### src/rtl/core/jsu_pkg.sv
`default_nettype none
package jsu_pkg;

  localparam int BYTE_W   = 8;
  localparam int STATUS_W = 4;
  localparam int MODE_W   = 4;
  localparam int MAX_OUT  = 4;
  localparam int CNT_W    = 3;
  localparam int CP_W     = 21;

  // result status codes
  localparam logic [STATUS_W-1:0] ST_BYTE          = 4'd0;
  localparam logic [STATUS_W-1:0] ST_DONE          = 4'd1;
  localparam logic [STATUS_W-1:0] ST_END_IDLE      = 4'd2;
  localparam logic [STATUS_W-1:0] ST_NO_QUOTE      = 4'd3;
  localparam logic [STATUS_W-1:0] ST_UNTERM_STR    = 4'd4;
  localparam logic [STATUS_W-1:0] ST_UNTERM_ESC    = 4'd5;
  localparam logic [STATUS_W-1:0] ST_BAD_ESC       = 4'd6;
  localparam logic [STATUS_W-1:0] ST_INCOMPLETE_U  = 4'd7;
  localparam logic [STATUS_W-1:0] ST_BAD_HEX       = 4'd8;

  // decoder modes
  localparam logic [MODE_W-1:0] M_IDLE   = 4'd0;
  localparam logic [MODE_W-1:0] M_BODY   = 4'd1;
  localparam logic [MODE_W-1:0] M_ESC    = 4'd2;
  localparam logic [MODE_W-1:0] M_HEX1   = 4'd3;
  localparam logic [MODE_W-1:0] M_HIGH   = 4'd4;
  localparam logic [MODE_W-1:0] M_HIGHBS = 4'd5;
  localparam logic [MODE_W-1:0] M_HEX2   = 4'd6;

  localparam logic [BYTE_W-1:0] CH_QUOTE = 8'h22;
  localparam logic [BYTE_W-1:0] CH_BSL   = 8'h5C;
  localparam logic [BYTE_W-1:0] CH_U     = 8'h75;

  typedef struct packed {
    logic [BYTE_W-1:0]   out_byte;
    logic [STATUS_W-1:0] status;
    logic                last;
  } out_beat_t;

  typedef struct packed {
    logic [MAX_OUT-1:0][BYTE_W-1:0] b;
    logic [CNT_W-1:0]               cnt;
  } enc_t;

endpackage
`default_nettype wire

### src/rtl/core/jsu_in_if.sv
`default_nettype none
interface jsu_in_if;
  logic                      valid;
  logic                      ready;
  logic                      action;
  logic [jsu_pkg::BYTE_W-1:0] in_byte;

  modport source(output valid, output action, output in_byte, input ready);
  modport sink(input valid, input action, input in_byte, output ready);
endinterface
`default_nettype wire

### src/rtl/core/jsu_out_if.sv
`default_nettype none
interface jsu_out_if;
  logic                        valid;
  logic                        ready;
  logic [jsu_pkg::BYTE_W-1:0]   out_byte;
  logic [jsu_pkg::STATUS_W-1:0] status;
  logic                        last;

  modport source(output valid, output out_byte, output status, output last, input ready);
  modport sink(input valid, input out_byte, input status, input last, output ready);
endinterface
`default_nettype wire

### src/rtl/core/json_string_unescape_utf8.sv
// output: results of a byte are registered and appear in the cycle after its beat is accepted
// throughput: one input byte per cycle while each byte yields at most one result and the
//   receiver is ready; a byte that yields more results (up to four) holds the input until
//   the four-entry result buffer, draining one beat per cycle while the receiver is ready,
//   is down to its last beat; reset: synchronous active-low rst_n empties the buffer and
//   returns the decoder to waiting for an opening quote
`default_nettype none
module json_string_unescape_utf8 (
  input  wire logic  clk,
  input  wire logic  rst_n,
  jsu_in_if.sink     in_chan,
  jsu_out_if.source  out_chan
);

  localparam int MAX_OUT = jsu_pkg::MAX_OUT;

  logic [jsu_pkg::MODE_W-1:0] mode_r, mode_nxt;
  logic [2:0]                 seen_r, seen_nxt;
  logic [15:0]                hv_r, hv_nxt;
  logic [15:0]                hh_r, hh_nxt;
  logic                       bad_r, bad_nxt;

  jsu_pkg::out_beat_t         buf_r [MAX_OUT];
  jsu_pkg::out_beat_t         buf_nxt [MAX_OUT];
  logic [jsu_pkg::CNT_W-1:0]  count_r, count_nxt;

  jsu_pkg::out_beat_t         res [MAX_OUT];
  logic [jsu_pkg::CNT_W-1:0]  res_n;

  logic       accept, pop;
  logic [7:0] c;

  function automatic jsu_pkg::enc_t encode(input logic [jsu_pkg::CP_W-1:0] cp);
    jsu_pkg::enc_t e;
    e = '0;
    if (cp < 21'h80) begin
      e.b[0] = cp[7:0];
      e.cnt  = 3'd1;
    end else if (cp < 21'h800) begin
      e.b[0] = 8'hC0 | {3'b000, cp[10:6]};
      e.b[1] = 8'h80 | {2'b00, cp[5:0]};
      e.cnt  = 3'd2;
    end else if (cp < 21'h10000) begin
      e.b[0] = 8'hE0 | {4'h0, cp[15:12]};
      e.b[1] = 8'h80 | {2'b00, cp[11:6]};
      e.b[2] = 8'h80 | {2'b00, cp[5:0]};
      e.cnt  = 3'd3;
    end else begin
      e.b[0] = 8'hF0 | {5'b00000, cp[20:18]};
      e.b[1] = 8'h80 | {2'b00, cp[17:12]};
      e.b[2] = 8'h80 | {2'b00, cp[11:6]};
      e.b[3] = 8'h80 | {2'b00, cp[5:0]};
      e.cnt  = 3'd4;
    end
    return e;
  endfunction

  function automatic jsu_pkg::out_beat_t data_beat(input logic [7:0] b);
    jsu_pkg::out_beat_t r;
    r.out_byte = b;
    r.status   = jsu_pkg::ST_BYTE;
    r.last     = 1'b0;
    return r;
  endfunction

  function automatic jsu_pkg::out_beat_t end_beat(input logic [jsu_pkg::STATUS_W-1:0] st);
    jsu_pkg::out_beat_t r;
    r.out_byte = '0;
    r.status   = st;
    r.last     = 1'b1;
    return r;
  endfunction

  // simple escape lookup
  logic       esc_ok;
  logic [7:0] esc_val;
  always_comb begin
    esc_ok  = 1'b1;
    esc_val = c;
    unique case (c) inside
      8'h22, 8'h5C, 8'h2F: esc_val = c;
      8'h62: esc_val = 8'h08;
      8'h66: esc_val = 8'h0C;
      8'h6E: esc_val = 8'h0A;
      8'h72: esc_val = 8'h0D;
      8'h74: esc_val = 8'h09;
      default: esc_ok = 1'b0;
    endcase
  end

  // hex digit decode
  logic       is_hex;
  logic [3:0] digit;
  always_comb begin
    is_hex = 1'b1;
    digit  = 4'h0;
    if (c >= 8'h30 && c <= 8'h39) begin
      digit = 4'(c - 8'h30);
    end else if (c >= 8'h61 && c <= 8'h66) begin
      digit = 4'(c - 8'h57);
    end else if (c >= 8'h41 && c <= 8'h46) begin
      digit = 4'(c - 8'h37);
    end else begin
      is_hex = 1'b0;
    end
  end

  logic [15:0]              hv_shift;
  logic [2:0]               seen_inc;
  logic                     bad_acc;
  logic [jsu_pkg::CP_W-1:0] cp_pair;
  jsu_pkg::enc_t            enc_hi, enc_hex1, enc_hex2;

  assign hv_shift = {hv_r[11:0], digit};
  assign seen_inc = seen_r + 3'd1;
  assign bad_acc  = bad_r | ~is_hex;
  assign cp_pair  = 21'h10000 + {1'b0, hh_r[9:0], hv_shift[9:0]};
  assign enc_hi   = encode({5'b00000, hh_r});
  assign enc_hex1 = encode({5'b00000, hv_shift});
  assign enc_hex2 = encode((hv_shift >= 16'hDC00 && hv_shift <= 16'hDFFF) ?
                           cp_pair : {5'b00000, hh_r});

  assign c = in_chan.in_byte;

  always_comb begin
    mode_nxt = mode_r;
    seen_nxt = seen_r;
    hv_nxt   = hv_r;
    hh_nxt   = hh_r;
    bad_nxt  = bad_r;
    res_n    = '0;
    for (int i = 0; i < MAX_OUT; i++) begin
      res[i] = data_beat(8'h00);
    end

    if (in_chan.action) begin
      mode_nxt = jsu_pkg::M_IDLE;
      seen_nxt = '0;
      hv_nxt   = '0;
      hh_nxt   = '0;
      bad_nxt  = 1'b0;
      unique case (mode_r) inside
        jsu_pkg::M_IDLE: begin
          res[0] = end_beat(jsu_pkg::ST_END_IDLE);
          res_n  = 3'd1;
        end
        jsu_pkg::M_BODY: begin
          res[0] = end_beat(jsu_pkg::ST_UNTERM_STR);
          res_n  = 3'd1;
        end
        jsu_pkg::M_ESC: begin
          res[0] = end_beat(jsu_pkg::ST_UNTERM_ESC);
          res_n  = 3'd1;
        end
        jsu_pkg::M_HIGH, jsu_pkg::M_HIGHBS: begin
          // pending surrogate always encodes as three bytes
          for (int i = 0; i < 3; i++) begin
            res[i] = data_beat(enc_hi.b[i]);
          end
          res[3] = end_beat((mode_r == jsu_pkg::M_HIGH) ?
                            jsu_pkg::ST_UNTERM_STR : jsu_pkg::ST_UNTERM_ESC);
          res_n  = 3'd4;
        end
        default: begin
          res[0] = end_beat(jsu_pkg::ST_INCOMPLETE_U);
          res_n  = 3'd1;
        end
      endcase
    end else begin
      unique case (mode_r) inside
        jsu_pkg::M_IDLE: begin
          if (c == jsu_pkg::CH_QUOTE) begin
            mode_nxt = jsu_pkg::M_BODY;
          end else begin
            res[0] = end_beat(jsu_pkg::ST_NO_QUOTE);
            res_n  = 3'd1;
          end
        end
        jsu_pkg::M_BODY, jsu_pkg::M_HIGH: begin
          if (mode_r == jsu_pkg::M_HIGH && c == jsu_pkg::CH_BSL) begin
            mode_nxt = jsu_pkg::M_HIGHBS;
          end else begin
            if (mode_r == jsu_pkg::M_HIGH) begin
              for (int i = 0; i < 3; i++) begin
                res[i] = data_beat(enc_hi.b[i]);
              end
            end
            mode_nxt = jsu_pkg::M_BODY;
            // body byte lands after any flushed surrogate bytes
            if (c == jsu_pkg::CH_QUOTE) begin
              res[(mode_r == jsu_pkg::M_HIGH) ? 3 : 0] = end_beat(jsu_pkg::ST_DONE);
              res_n    = (mode_r == jsu_pkg::M_HIGH) ? 3'd4 : 3'd1;
              mode_nxt = jsu_pkg::M_IDLE;
              seen_nxt = '0;
              hv_nxt   = '0;
              hh_nxt   = '0;
              bad_nxt  = 1'b0;
            end else if (c == jsu_pkg::CH_BSL) begin
              res_n    = (mode_r == jsu_pkg::M_HIGH) ? 3'd3 : 3'd0;
              mode_nxt = jsu_pkg::M_ESC;
            end else begin
              res[(mode_r == jsu_pkg::M_HIGH) ? 3 : 0] = data_beat(c);
              res_n = (mode_r == jsu_pkg::M_HIGH) ? 3'd4 : 3'd1;
            end
          end
        end
        jsu_pkg::M_ESC, jsu_pkg::M_HIGHBS: begin
          if (c == jsu_pkg::CH_U) begin
            mode_nxt = (mode_r == jsu_pkg::M_ESC) ? jsu_pkg::M_HEX1 : jsu_pkg::M_HEX2;
            seen_nxt = '0;
            hv_nxt   = '0;
            bad_nxt  = 1'b0;
          end else begin
            if (mode_r == jsu_pkg::M_HIGHBS) begin
              for (int i = 0; i < 3; i++) begin
                res[i] = data_beat(enc_hi.b[i]);
              end
            end
            res_n = (mode_r == jsu_pkg::M_HIGHBS) ? 3'd4 : 3'd1;
            if (esc_ok) begin
              res[(mode_r == jsu_pkg::M_HIGHBS) ? 3 : 0] = data_beat(esc_val);
              mode_nxt = jsu_pkg::M_BODY;
            end else begin
              res[(mode_r == jsu_pkg::M_HIGHBS) ? 3 : 0] = end_beat(jsu_pkg::ST_BAD_ESC);
              mode_nxt = jsu_pkg::M_IDLE;
              seen_nxt = '0;
              hv_nxt   = '0;
              hh_nxt   = '0;
              bad_nxt  = 1'b0;
            end
          end
        end
        jsu_pkg::M_HEX1, jsu_pkg::M_HEX2: begin
          hv_nxt   = hv_shift;
          seen_nxt = seen_inc;
          bad_nxt  = bad_acc;
          if (seen_inc >= 3'd4) begin
            if (bad_acc) begin
              res[0]   = end_beat(jsu_pkg::ST_BAD_HEX);
              res_n    = 3'd1;
              mode_nxt = jsu_pkg::M_IDLE;
              seen_nxt = '0;
              hv_nxt   = '0;
              hh_nxt   = '0;
              bad_nxt  = 1'b0;
            end else if (mode_r == jsu_pkg::M_HEX1 &&
                         hv_shift >= 16'hD800 && hv_shift <= 16'hDBFF) begin
              hh_nxt   = hv_shift;
              mode_nxt = jsu_pkg::M_HIGH;
            end else begin
              for (int i = 0; i < MAX_OUT; i++) begin
                res[i] = data_beat((mode_r == jsu_pkg::M_HEX1) ?
                                   enc_hex1.b[i] : enc_hex2.b[i]);
              end
              res_n    = (mode_r == jsu_pkg::M_HEX1) ? enc_hex1.cnt : enc_hex2.cnt;
              mode_nxt = jsu_pkg::M_BODY;
            end
          end
        end
        default: begin
          mode_nxt = jsu_pkg::M_IDLE;
          seen_nxt = '0;
          hv_nxt   = '0;
          hh_nxt   = '0;
          bad_nxt  = 1'b0;
        end
      endcase
    end
  end

  // result buffer: head beat sits in entry zero
  assign pop            = out_chan.valid & out_chan.ready;
  assign in_chan.ready  = (count_r == 3'd0) || (count_r == 3'd1 && out_chan.ready);
  assign accept         = in_chan.valid & in_chan.ready;
  assign out_chan.valid = (count_r != 3'd0);
  assign out_chan.out_byte = buf_r[0].out_byte;
  assign out_chan.status   = buf_r[0].status;
  assign out_chan.last     = buf_r[0].last;

  always_comb begin
    count_nxt = count_r;
    for (int i = 0; i < MAX_OUT; i++) begin
      buf_nxt[i] = buf_r[i];
    end
    if (accept) begin
      for (int i = 0; i < MAX_OUT; i++) begin
        buf_nxt[i] = res[i];
      end
      count_nxt = res_n;
    end else if (pop) begin
      for (int i = 0; i < MAX_OUT - 1; i++) begin
        buf_nxt[i] = buf_r[i+1];
      end
      count_nxt = count_r - 3'd1;
    end
  end

  always_ff @(posedge clk) begin
    for (int i = 0; i < MAX_OUT; i++) begin
      buf_r[i] <= buf_nxt[i];
    end
    if (!rst_n) begin
      count_r <= '0;
      mode_r  <= jsu_pkg::M_IDLE;
      seen_r  <= '0;
      hv_r    <= '0;
      hh_r    <= '0;
      bad_r   <= 1'b0;
    end else begin
      count_r <= count_nxt;
      if (accept) begin
        mode_r <= mode_nxt;
        seen_r <= seen_nxt;
        hv_r   <= hv_nxt;
        hh_r   <= hh_nxt;
        bad_r  <= bad_nxt;
      end
    end
  end

endmodule
`default_nettype wire

### src/flat_wrapper.sv
// flat-port wrapper written by rule: the top's interface ports become plain ports
module json_string_unescape_utf8_flat 
  (clk, rst_n, in_chan_valid, in_chan_action, in_chan_in_byte, in_chan_ready, out_chan_valid, out_chan_out_byte, out_chan_status, out_chan_last, out_chan_ready);
  jsu_in_if in_chan_i ();
  jsu_out_if out_chan_i ();
  input  wire logic clk;
  input  wire logic rst_n;
  input wire logic [$bits(in_chan_i.valid)-1:0] in_chan_valid;
  input wire logic [$bits(in_chan_i.action)-1:0] in_chan_action;
  input wire logic [$bits(in_chan_i.in_byte)-1:0] in_chan_in_byte;
  output wire logic [$bits(in_chan_i.ready)-1:0] in_chan_ready;
  output wire logic [$bits(out_chan_i.valid)-1:0] out_chan_valid;
  output wire logic [$bits(out_chan_i.out_byte)-1:0] out_chan_out_byte;
  output wire logic [$bits(out_chan_i.status)-1:0] out_chan_status;
  output wire logic [$bits(out_chan_i.last)-1:0] out_chan_last;
  input wire logic [$bits(out_chan_i.ready)-1:0] out_chan_ready;
  assign in_chan_i.valid = in_chan_valid;
  assign in_chan_i.action = in_chan_action;
  assign in_chan_i.in_byte = in_chan_in_byte;
  assign in_chan_ready = in_chan_i.ready;
  assign out_chan_valid = out_chan_i.valid;
  assign out_chan_out_byte = out_chan_i.out_byte;
  assign out_chan_status = out_chan_i.status;
  assign out_chan_last = out_chan_i.last;
  assign out_chan_i.ready = out_chan_ready;
  json_string_unescape_utf8 u_core (.clk(clk), .rst_n(rst_n), .in_chan(in_chan_i), .out_chan(out_chan_i));
endmodule
### config.mk
export PLATFORM = sky130hd
export DESIGN_NAME = json_string_unescape_utf8_flat
export DESIGN_NICKNAME = d
export VERILOG_FILES = /design/src/rtl/core/jsu_pkg.sv /design/src/rtl/core/jsu_in_if.sv /design/src/rtl/core/jsu_out_if.sv /design/src/rtl/core/json_string_unescape_utf8.sv /design/src/flat_wrapper.sv
export SDC_FILE = /design/constraint.sdc
export NUM_CORES = 1
export LEC_CHECK = 0
export ABC_AREA = 1
export ABC_CLOCK_PERIOD_IN_PS = 4600
export BUFFER_PORTS_ARGS = -buffer_cell sky130_fd_sc_hd__buf_2
export CORE_ASPECT_RATIO = 0.75
export CORE_MARGIN = 2
export CORE_UTILIZATION = 39
export CTS_CLUSTER_DIAMETER = 150
export DETAILED_ROUTE_END_ITERATION = 8
export PLACE_DENSITY_LB_ADDON = 0.1
export SETUP_SLACK_MARGIN = 0.15
export SYNTH_ARGS = -nofsm -noshare
export SYNTH_HDL_FRONTEND = slang
export SYNTH_SLANG_ARGS = --single-unit
### constraint.sdc
create_clock -name clk -period 4.6 [get_ports clk]
set_input_delay 0.92 -clock clk [delete_from_list [all_inputs] [get_ports clk]]
set_output_delay 0.92 -clock clk [all_outputs]
set_load 0.01 [all_outputs]
==> flow_summary_export.csv, run 1 <==
group,metric,value,unit
timing,skew,0.01286,ns
clock_tree,ctsResizeCount,0,
hold_path,hp-class,"register to register",
timing,fin_tns_setup,0,ns
routing,ant_nets,0,
setup_path,worstSetupPathType,"register to register",
routing,top_layer_used,"met4",
synth,syn_area,0.006731,sq mm
floorplan,rows,41,
clock_tree,path_clk_slew,0.07,ns
clock_tree,hold_buffers,0,
grt,grtUsageTotal,0.2637,
floorplan,core-area,0.01688,sq mm
grt,grt_start_max_net_pins,49,
setup_path,cp_data_required_time,4.70,ns
finish,antenna_cells,0,
placement,portBuffers,27,
setup_path,arrival,3.61,ns
grt,grt_pass1_vias,6219,
synth,synthArstFlopShare,0,
synth,synth_fp_nets,1059,
timing,max_freq,0.2850,GHz
clock_tree,post_cts_buffers,0,
routing,met3_length,2025,microns
setup_path,worstPathMaxFanout,29,
floorplan,die_area,0.01834,sq mm
synth,netlist_instances,1035,
outcome,status,"complete, no violations",
synth,synth-edff-count,49,
setup_path,start_kind,"register",
finish,layout-drive-gt1-share,0.1087,
placement,pre_cts_slack,0.9005,ns
floorplan,die_height,117.8,microns
synth,yosys_warnings,0,
routing,drt_iter0_drc,810,
synth,yosysSeqAreaShare,0.3316,
routing,wirelength,23950,microns
power_and_ir_drop,power.total,3.701,mW
synth,synth-seq-cells,87,
timing,min_period,3.509,ns
synth,yosysUniqueCellTypes,55,
routing,dr.pass1.iters,5,
placement,gp_congestion,0.9821,
synth,syn_avg_cell_area,6.504,sq um
routing,wl_met1,12390,microns
synth,synth-main-ff-cell,"edfxtp_1",
clock_tree,clk_latency,0.37,ns
clock_tree,root_buffer,"clkbuf_16",
power_and_ir_drop,vdd_drop_max,0.3326,mV
routing,wire_per_inst,18.95,microns
floorplan,die_w,155.7,microns
timing,setup_slack,1.091,ns
routing,drc_errors,0,
routing,wl_met2,9144,microns
clock_tree,cts_tree,"yes",
placement,dp_hpwl,18270,microns
flow_run,drv_cap,0,
timing,setup_viol,0,
power_and_ir_drop,pwr_density_cell,507.1,mW/mm^2
routing,via_count,6961,
grt,overflow,0,
timing,worst_pin_slew,1.055,ns
routing,vias_per_cell,5.507,
clock_tree,cts_sinks,87,
power_and_ir_drop,cellLeakagePower,3.361,nW
timing,min_period_over_period,0.7628,
clock_tree,numCtsBuffers,9,
setup_path,crit_path_end_kind,"register",
timing,final_hold_viol_count,0,
timing,rsz0062_at_grt,"false",
grt,grt_pass1_wl,37160,microns
floorplan,initial_utilization,0.3988,
finish,area_growth,8.439,%
clock_tree,htreeDepth,3,
timing,drv_slew,0,
timing,max-slew-margin-rel,0.2957,
clock_tree,cts_buffer_depth,2,
finish,nNetsFinal,1068,
floorplan,ios,28,
grt,antenna_found_initial,0,
[synthesized netlist by cell type (12+ instances only)]
cell type | number | share of area
a21oi_1 | 85 | 0.063
buf_2 | 12 | 0.0089
clkbuf_1 | 14 | 0.0078
dfxtp_1 | 38 | 0.11
edfxtp_1 | 49 | 0.22
inv_1 | 111 | 0.062
inv_2 | 19 | 0.011
nand2_1 | 296 | 0.17
nand3_1 | 71 | 0.053
nor2_1 | 117 | 0.065
o21ai_0 | 57 | 0.042
o21ai_1 | 22 | 0.016
[cell usage in the layout, fill, tap and decap left out, drive strengths merged, types with 9 or more instances in the layout]
cell type  instances
a21oi             87
nand4             11
ha                11
o21ai             82
buf               34
nand3             76
edfxtp            49
dfxtp             38
nor2             131
nor3              10
nand2            308
clkbuf             9
inv              134
[routing by layer]
metal  vias to the layer above  track usage
li1                       3432            -
met1                      3245       0.4310
met2                       254       0.3435
met3                        30      0.05928
met4                         0      0.05447
met5                         -            0
[where the power goes]
part           internal [mW]  switching, mW
Clock                  0.429          0.364
Combinational          0.462           1.12
Sequential              1.19          0.134
Total                   2.08           1.62
[final timing paths]
check | from | endpoint | slack (ns) | depth (start not counted)
worst min-delay path | u_core.seen_r[0] | u_core.seen_r[0] | 0.47 | 1
worst min register to register | u_core.seen_r[0] | u_core.seen_r[0] | 0.47 | 1
worst max register to register | u_core.hv_r[6] | u_core.buf_r[0][12] | 1.09 | 13
worst max-delay path | u_core.hv_r[6] | u_core.buf_r[0][12] | 1.09 | 13
[kinds of logic (layout without fill, tap and decap cells)]
kind of cell	count (synthesis)	after routing	synth area share
buf+inv	168	182	0.1022
fa+ha+maj	11	11	0.02045
simple gates	546	546	0.3565
compound gates	221	221	0.1866
xor+xnor	2	2	0.002603
flops	87	87	0.3316
[worst max-delay path, stage by stage (launching register included)]
cell and delay (ns):
dfxtp_1 0.46, nand2_1 0.10, inv_2 0.22, nand3_2 0.52, o21ai_1 0.66, nand2_1 0.11, nor2_1 0.15, nand2_2 0.13
clkinv_2 0.10, nand2_1 0.09, nand2_1 0.21, o21ai_1 0.10, o21ai_1 0.30, a21oi_1 0.11
[state kept, by name (all words and copies together) (netlist names)]
register	cells
u_core.hv_r	12
u_core.buf_r	49
u_core.seen_r	3
u_core.hh_r	16
u_core.mode_r	3
u_core.bad_r	1
u_core.count_r	3
[cell type report]
type | instances | area (sq um)
timing repair buffer | 34 | 187.7
multi-input combinational | 780 | 3811
fill | 1837 | 9578
clock inverter | 7 | 77.57
inverter | 132 | 496.7
clock buffer | 9 | 225.2
tap | 215 | 269.0
sequential | 87 | 2232
[per-stage QoR]
step | std cells | hold WS, ns | instance area [sq um] | util
CTS | 1264 | 0.4749 | 7300 | 0.4325
global route | 1264 | 0.4987 | 7300 | 0.4325
finish | 1264 | 0.4707 | 7300 | 0.4325
detailed placement | 1248 | 0.4629 | 6997 | 0.4146
global placement | 1248 | 0.4624 | 6997 | 0.4146
floorplan | 1035 | 0.4311 | 6731 | -
No activity file was read; power rests on OpenSTA's default activity.
==> inputs of run 2 (changes only) <==
--- a/config.mk
+++ b/config.mk
@@ -6,7 +6,7 @@
 export NUM_CORES = 1
 export LEC_CHECK = 0
 export ABC_AREA = 1
-export ABC_CLOCK_PERIOD_IN_PS = 4600
+export ABC_CLOCK_PERIOD_IN_PS = 3300
 export BUFFER_PORTS_ARGS = -buffer_cell sky130_fd_sc_hd__buf_2
 export CORE_ASPECT_RATIO = 0.75
 export CORE_MARGIN = 2
==> constraint.sdc (replaced) <==
create_clock -name clk -period 3.3 [get_ports clk]
set_input_delay 0.66 -clock clk [delete_from_list [all_inputs] [get_ports clk]]
set_output_delay 0.66 -clock clk [all_outputs]
set_load 0.01 [all_outputs]
==> run 2 against run 1 <==
Worst setup slack worse by 0.71 ns. Combinational power up 46%. Via count up 2.7%. Largest power group unchanged. First-iteration DRC count down 2.1%. Sequential share of layout area down 1.0 points. Power up 41%. Die area unchanged. Utilization up 1.5 points. Fmax up 20%. Highest routed layer unchanged. Flip-flop and latch count unchanged.
==> flow_summary_export.csv, run 2 (synthesis results as in run 1) <==
group,metric,value,unit
placement,pre_cts_slack,0.2288,ns
placement,placedCellCount,1282,
clock_tree,root_buffer,"clkbuf_16",
routing,ant_nets,0,
floorplan,die_area,0.01834,sq mm
routing,wire_per_inst,18.81,microns
routing,dr.pass1.iters,6,
floorplan,initial_utilization,0.3988,
finish,top_register,"u_core.buf_r",
clock_tree,htreeDepth,3,
hold_path,hp-class,"register to register",
timing,worst_pin_slew,0.6292,ns
clock_tree,cts_buffer_depth,2,
routing,drc_errors,0,
setup_path,crit_start,"u_core.hv_r[6]",
setup_path,cp_data_required_time,3.40,ns
floorplan,die_height,117.8,microns
grt,grt_pass1_wl,37980,microns
clock_tree,ctsResizeCount,0,
power_and_ir_drop,vdd_drop_max,0.4382,mV
power_and_ir_drop,cellLeakagePower,3.517,nW
setup_path,critPathMaxStageDelay,0.45,ns
clock_tree,path_clk_slew,0.08,ns
setup_path,crit_path_top_delay_cell,"dfxtp_1",
routing,wirelength,24420,microns
timing,max_freq,0.3427,GHz
power_and_ir_drop,pwr_density_cell,692.6,mW/mm^2
finish,fillers,1805,
hold_path,min_to,"u_core.hh_r[10]",
setup_path,crit_path_end_kind,"register",
finish,largest_registers,"u_core.buf_r x49, u_core.hh_r x16, u_core.hv_r x12",
grt,overflow,0,
timing,rsz0062_at_grt,"false",
floorplan,ios,28,
floorplan,rows,41,
setup_path,reg2reg_setup_slack,0.38,ns
timing,setup_viol,0,
routing,vias_per_cell,5.505,
routing,via_count,7146,
timing,fin_tns_setup,0,ns
setup_path,worstSetupPathType,"register to register",
grt,antenna_found_initial,0,
finish,largest_reg_flops,49,
finish,layout_commonest_cell,"nand2_1",
finish,stdcell_count,1298,
floorplan,core-area,0.01688,sq mm
timing,skew,0.01138,ns
timing,max-slew-margin-rel,0.5790,
timing,min_period_over_period,0.8842,
setup_path,crit_chain,"nand2_1, inv_2, nand3_2, buf_4, nand2_2, nand2_2, nor2_4, nand2_1, nor2_2, nand2_2, clkinv_2, nand2_1, nand2_1, o21ai_1, o21ai_1, a21oi_1",
clock_tree,post_cts_buffers,0,
floorplan,die_w,155.7,microns
clock_tree,cts_sinks,87,
timing,min_period,2.918,ns
timing,holdWs,0.4675,ns
clock_tree,cts_tree,"yes",
finish,seqCellArea,0.002232,sq mm
grt,grt_pass1_vias,6412,
setup_path,worstReg2RegEnd,"u_core.buf_r[0][12]",
routing,drt_iter0_drc,793,
finish,multi_input_area,0.003811,sq mm
placement,portBuffers,27,
timing,setup_slack,0.3823,ns
finish,antenna_cells,0,
flow_run,drv_cap,0,
timing,drv_slew,0,
placement,dp_hpwl,19160,microns
setup_path,worstPathMaxFanout,18,
setup_path,reg2reg_from,"u_core.hv_r[6]",
setup_path,start_kind,"register",
hold_path,hp-start,"u_core.hh_r[10]",
clock_tree,hold_buffers,0,
finish,final_cell_mix,"nand2_1 (296), nor2_1 (117), inv_1 (111)",
timing,final_hold_viol_count,0,
setup_path,critPathMostFrequentCell,"nand2_1",
finish,nNetsFinal,1102,
placement,gp_congestion,0.9919,
clock_tree,numCtsBuffers,9,
finish,area_growth,12.17,%
finish,layout-drive-gt1-share,0.1367,
grt,grtUsageTotal,0.2728,
clock_tree,clk_latency,0.36,ns
setup_path,r2r_cells,16,
finish,fin_util,0.4474,
setup_path,arrival,3.01,ns
hold_path,hold_depth,2,
outcome,status,"complete, no violations",
grt,grt_start_max_net_pins,40,
-- run 2: changes by cell type in the layout (fill, tap and decap cells not counted) --
cell,delta
clkinvlp_2,-1
bufinv_16,-1
clkinv_2,-1
buf_4,+34
inv_6,-3
inv_8,+2
clkinv_4,+1
clkinvlp_4,+2
clkinv_8,+1
-- run 2: worst max path at each step --
stage,end,slack [ns]
2_1_floorplan,u_core.buf_r[0][0],0.73
6_report,u_core.buf_r[0][12],0.38
4_1_cts,u_core.buf_r[0][12],0.46
3_5_place_dp,u_core.buf_r[0][12],0.23
5_1_grt,u_core.count_r[0],0.18
3_3_place_gp,u_core.buf_r[1][9],0.26
-- run 2: where the power goes --
group	leakage, nW	switching (mW)	internal [mW]
registers	0.799	0.206	1.65
logic	2.58	1.59	0.736
clock network	0.140	0.512	0.535
-- run 2: metrics by stage --
step | power, mW | instance area, sq um
after floorplan | 3.319 | 6731
after global placement | 4.195 | 7252
after detailed placement | 4.168 | 7252
after CTS | 5.232 | 7551
after global routing | 5.598 | 7551
final | 5.230 | 7551
-- run 2: area by class of cell --
cell class              instances  area share
multi-input cells             780      0.5047
well taps                     215     0.03563
clock buffers                   9     0.02983
flip-flops and latches         87      0.2956
inverters                     132     0.06578
clock inverters                 7    0.009776
repair buffers                 68     0.05866
-- run 2: critical path: cells and delay by family (launching register included) --
family | cells | cell delay (ns)
flops | 1 | 0.45
simple gates | 10 | 1.26
buf+inv | 3 | 0.44
compound gates | 3 | 0.50
-- run 2: layer usage --
layer,share of wire,global-route usage
met3,0.097,0.06112
met2,0.38,0.3520
met5,0,0
met1,0.51,0.4511
met4,0.012,0.05046
==> inputs of run 3 (changes only) <==
--- a/config.mk
+++ b/config.mk
@@ -5,12 +5,13 @@
 export SDC_FILE = /design/constraint.sdc
 export NUM_CORES = 1
 export LEC_CHECK = 0
-export ABC_AREA = 1
 export ABC_CLOCK_PERIOD_IN_PS = 3300
 export BUFFER_PORTS_ARGS = -buffer_cell sky130_fd_sc_hd__buf_2
+export CELL_PAD_IN_SITES_DETAIL_PLACEMENT = 0
+export CELL_PAD_IN_SITES_GLOBAL_PLACEMENT = 2
 export CORE_ASPECT_RATIO = 0.75
 export CORE_MARGIN = 2
-export CORE_UTILIZATION = 39
+export CORE_UTILIZATION = 38
 export CTS_CLUSTER_DIAMETER = 150
 export DETAILED_ROUTE_END_ITERATION = 8
 export PLACE_DENSITY_LB_ADDON = 0.1
==> run 3 against run 2 <==
Critical path type is now input port to register. Power is 32% lower. Clock-buffer cell count stayed put. Worst hold slack better by 0.0018 ns. Global-route usage is 3.4 points higher. Sequential share of layout area is 1.0 points lower. Highest routed layer unchanged. Non-clock buffer count is 74 higher.
==> flow_summary_export.csv, run 3 <==
group,metric,value,unit
grt,overflow,0,
finish,nNetsFinal,919,
timing,skew,0.008858,ns
grt,antenna_found_initial,0,
finish,largest_reg_flops,49,
clock_tree,root_buffer,"clkbuf_16",
clock_tree,cts_tree,"yes",
clock_tree,post_cts_buffers,0,
flow_run,drv_cap,0,
floorplan,initial_utilization,0.3870,
finish,layout-drive-gt1-share,0.2100,
setup_path,cp_data_required_time,3.43,ns
finish,fillers,1648,
synth,synth-main-ff-cell,"edfxtp_1",
routing,drc_errors,0,
synth,synthArstFlopShare,0,
floorplan,core-area,0.01672,sq mm
synth,synth-edff-count,49,
clock_tree,ctsResizeCount,0,
setup_path,critPathMaxStageDelay,0.54,ns
timing,final_hold_viol_count,0,
synth,synthMostInstantiatedCell,"nand2_1",
hold_path,hp-class,"register to register",
setup_path,r2r_cells,9,
floorplan,rows,41,
finish,antenna_cells,0,
routing,dr.pass1.iters,6,
placement,portBuffers,27,
timing,fin_tns_setup,0,ns
clock_tree,hold_buffers,0,
timing,min_period,3.031,ns
placement,dp_hpwl,20980,microns
timing,max_freq,0.3299,GHz
power_and_ir_drop,cellLeakagePower,2.969,nW
floorplan,die_height,117.0,microns
floorplan,die_w,154.7,microns
synth,synth_fp_nets,838,
finish,layout_commonest_cell,"buf_4",
routing,vias_per_cell,6.351,
finish,area_growth,20.84,%
floorplan,die_area,0.01810,sq mm
synth,synth_top_area_frac,0.2274,
power_and_ir_drop,vdd_drop_max,0.2573,mV
synth,syn_area,0.006471,sq mm
setup_path,start_kind,"input port",
setup_path,crit_chain,"buf_2, inv_1, ha_4, nand2_1, or4_1, inv_1, ha_2, or4_1, buf_4, a31oi_2, a221oi_1, buf_4, nor2_1",
synth,yosysSeqAreaShare,0.3449,
finish,top_register,"u_core.buf_r",
synth,synth_area_leader_cell,"edfxtp_1",
setup_path,cp.buffers_inverters,5,
clock_tree,path_clk_slew,0.07,ns
setup_path,arrival,3.16,ns
placement,pre_cts_slack,-0.08348,ns
outcome,status,"complete, no violations",
timing,setup_viol,0,
synth,ys_top_cells_by_area,"edfxtp_1 (23%), dfxtp_1 (12%), nand2_1 (5.2%)",
synth,synth-seq-cells,87,
clock_tree,numCtsBuffers,9,
clock_tree,clk_latency,0.37,ns
synth,yosysUniqueCellTypes,79,
finish,largest_registers,"u_core.buf_r x49, u_core.hh_r x16, u_core.hv_r x12",
hold_path,hold_depth,2,
grt,grt_pass1_wl,40780,microns
clock_tree,cts_sinks,87,
synth,syn_avg_cell_area,7.950,sq um
timing,setup_slack,0.2686,ns
grt,grt_pass1_vias,6430,
setup_path,crit_path_end_kind,"register",
synth,netlist_instances,814,
power_and_ir_drop,pwr_density_cell,453.9,mW/mm^2
clock_tree,htreeDepth,3,
timing,drv_slew,0,
timing,max-slew-margin-rel,0.4156,
routing,wirelength,27710,microns
timing,rsz0062_at_grt,"false",
setup_path,worstSetupPathType,"input port to register",
timing,min_period_over_period,0.9186,
grt,grtUsageTotal,0.3071,
floorplan,ios,28,
timing,worst_pin_slew,0.8766,ns
placement,gp_congestion,0.9834,
setup_path,cpLargestDelayFamily,"simple AND/OR/NAND/NOR gates",
clock_tree,cts_buffer_depth,2,
synth,synthTopCellsByCount,"nand2_1 (89), nor2_1 (68), a21oi_1 (61)",
grt,grt_start_max_net_pins,44,
setup_path,path_depth,13,
routing,drt_iter0_drc,912,
finish,final_cell_mix,"buf_4 (115), nand2_1 (89), nor2_1 (67)",
routing,wire_per_inst,24.85,microns
routing,ant_nets,0,
synth,yosys_warnings,0,
setup_path,worstPathMaxFanout,5,
routing,via_count,7081,
setup_path,crit_path_top_delay_cell,"or4_1",
-- run 3: changes by cell type in the layout (fill, tap and decap cells not counted), moves of 20 or more --
cell,before,now
nor2_1,117,67
nand3_1,71,40
nand2_1,296,89
o21ai_1,22,2
inv_1,111,12
buf_4,41,115
a21oi_1,85,61
-- run 3: per-layer routing --
layer  global-route usage  up-vias  part of all wire
met4               0.1025        0             0.026
met3              0.07732       50             0.099
met2               0.4274      389              0.40
li1                     -     3250                 -
met5                    0        -                 0
met1               0.4597     3392              0.48
-- run 3: through the flow --
step / area [sq um] / hold slack (ns) / cells / utilization / total power [mW]
after floorplan: 6563 / 0.4429 / 814 / - / 2.153
after global placement: 7517 / 0.4519 / 1099 / 0.4495 / 2.483
after detailed placement: 7517 / 0.4650 / 1099 / 0.4495 / 2.507
after CTS: 7802 / 0.4751 / 1115 / 0.4666 / 3.556
after global routing: 7820 / 0.5092 / 1115 / 0.4676 / 3.713
final: 7820 / 0.4692 / 1115 / 0.4676 / 3.549
-- run 3: path summary, 6_finish.rpt --
kind	startpoint	to	slack, ns
hold reg to reg	u_core.seen_r[1]	u_core.seen_r[1]	0.47
hold / removal	u_core.seen_r[1]	u_core.seen_r[1]	0.47
setup / recovery	in_chan_in_byte[0]	u_core.buf_r[2][8]	0.27
setup reg to reg	u_core.hh_r[7]	u_core.buf_r[0][8]	0.30
-- run 3: final cells by class --
class | instances | area [sq um] | share of cell area
multi-input combinational | 642 | 3986 | 0.5098
sequential | 87 | 2232 | 0.2854
timing repair buffer | 142 | 998.5 | 0.1277
tap | 215 | 269.0 | 0.03440
clock buffer | 9 | 225.2 | 0.02880
clock inverter | 7 | 60.06 | 0.007680
inverter | 13 | 48.80 | 0.006240
-- run 3: kinds of logic (layout without fill, tap and decap cells) --
group | after synthesis | count (layout) | share of synthesized area
buffers and inverters | 85 | 171 | 0.05201
XOR/XNOR | 6 | 6 | 0.008121
adder cells (fa/ha/maj) | 12 | 12 | 0.02281
multiplexers | 11 | 11 | 0.01779
flip-flops | 87 | 87 | 0.3449
AND/OR/NAND/NOR | 328 | 328 | 0.2562
AO/OA/AOI/OAI | 285 | 285 | 0.2981
-- run 3: power by group --
group / total [mW] / internal [mW] / switching [mW]
logic: 0.925 / 0.340 / 0.585
registers: 1.57 / 1.48 / 0.0888
clock network: 1.06 / 0.529 / 0.526
total: 3.55 / 2.35 / 1.20
-- run 3: worst min-delay path, cell delays in order (launching register included) --
cell and delay [ns]:
dfxtp_1 0.32, nand2_1 0.05, a21boi_0 0.06
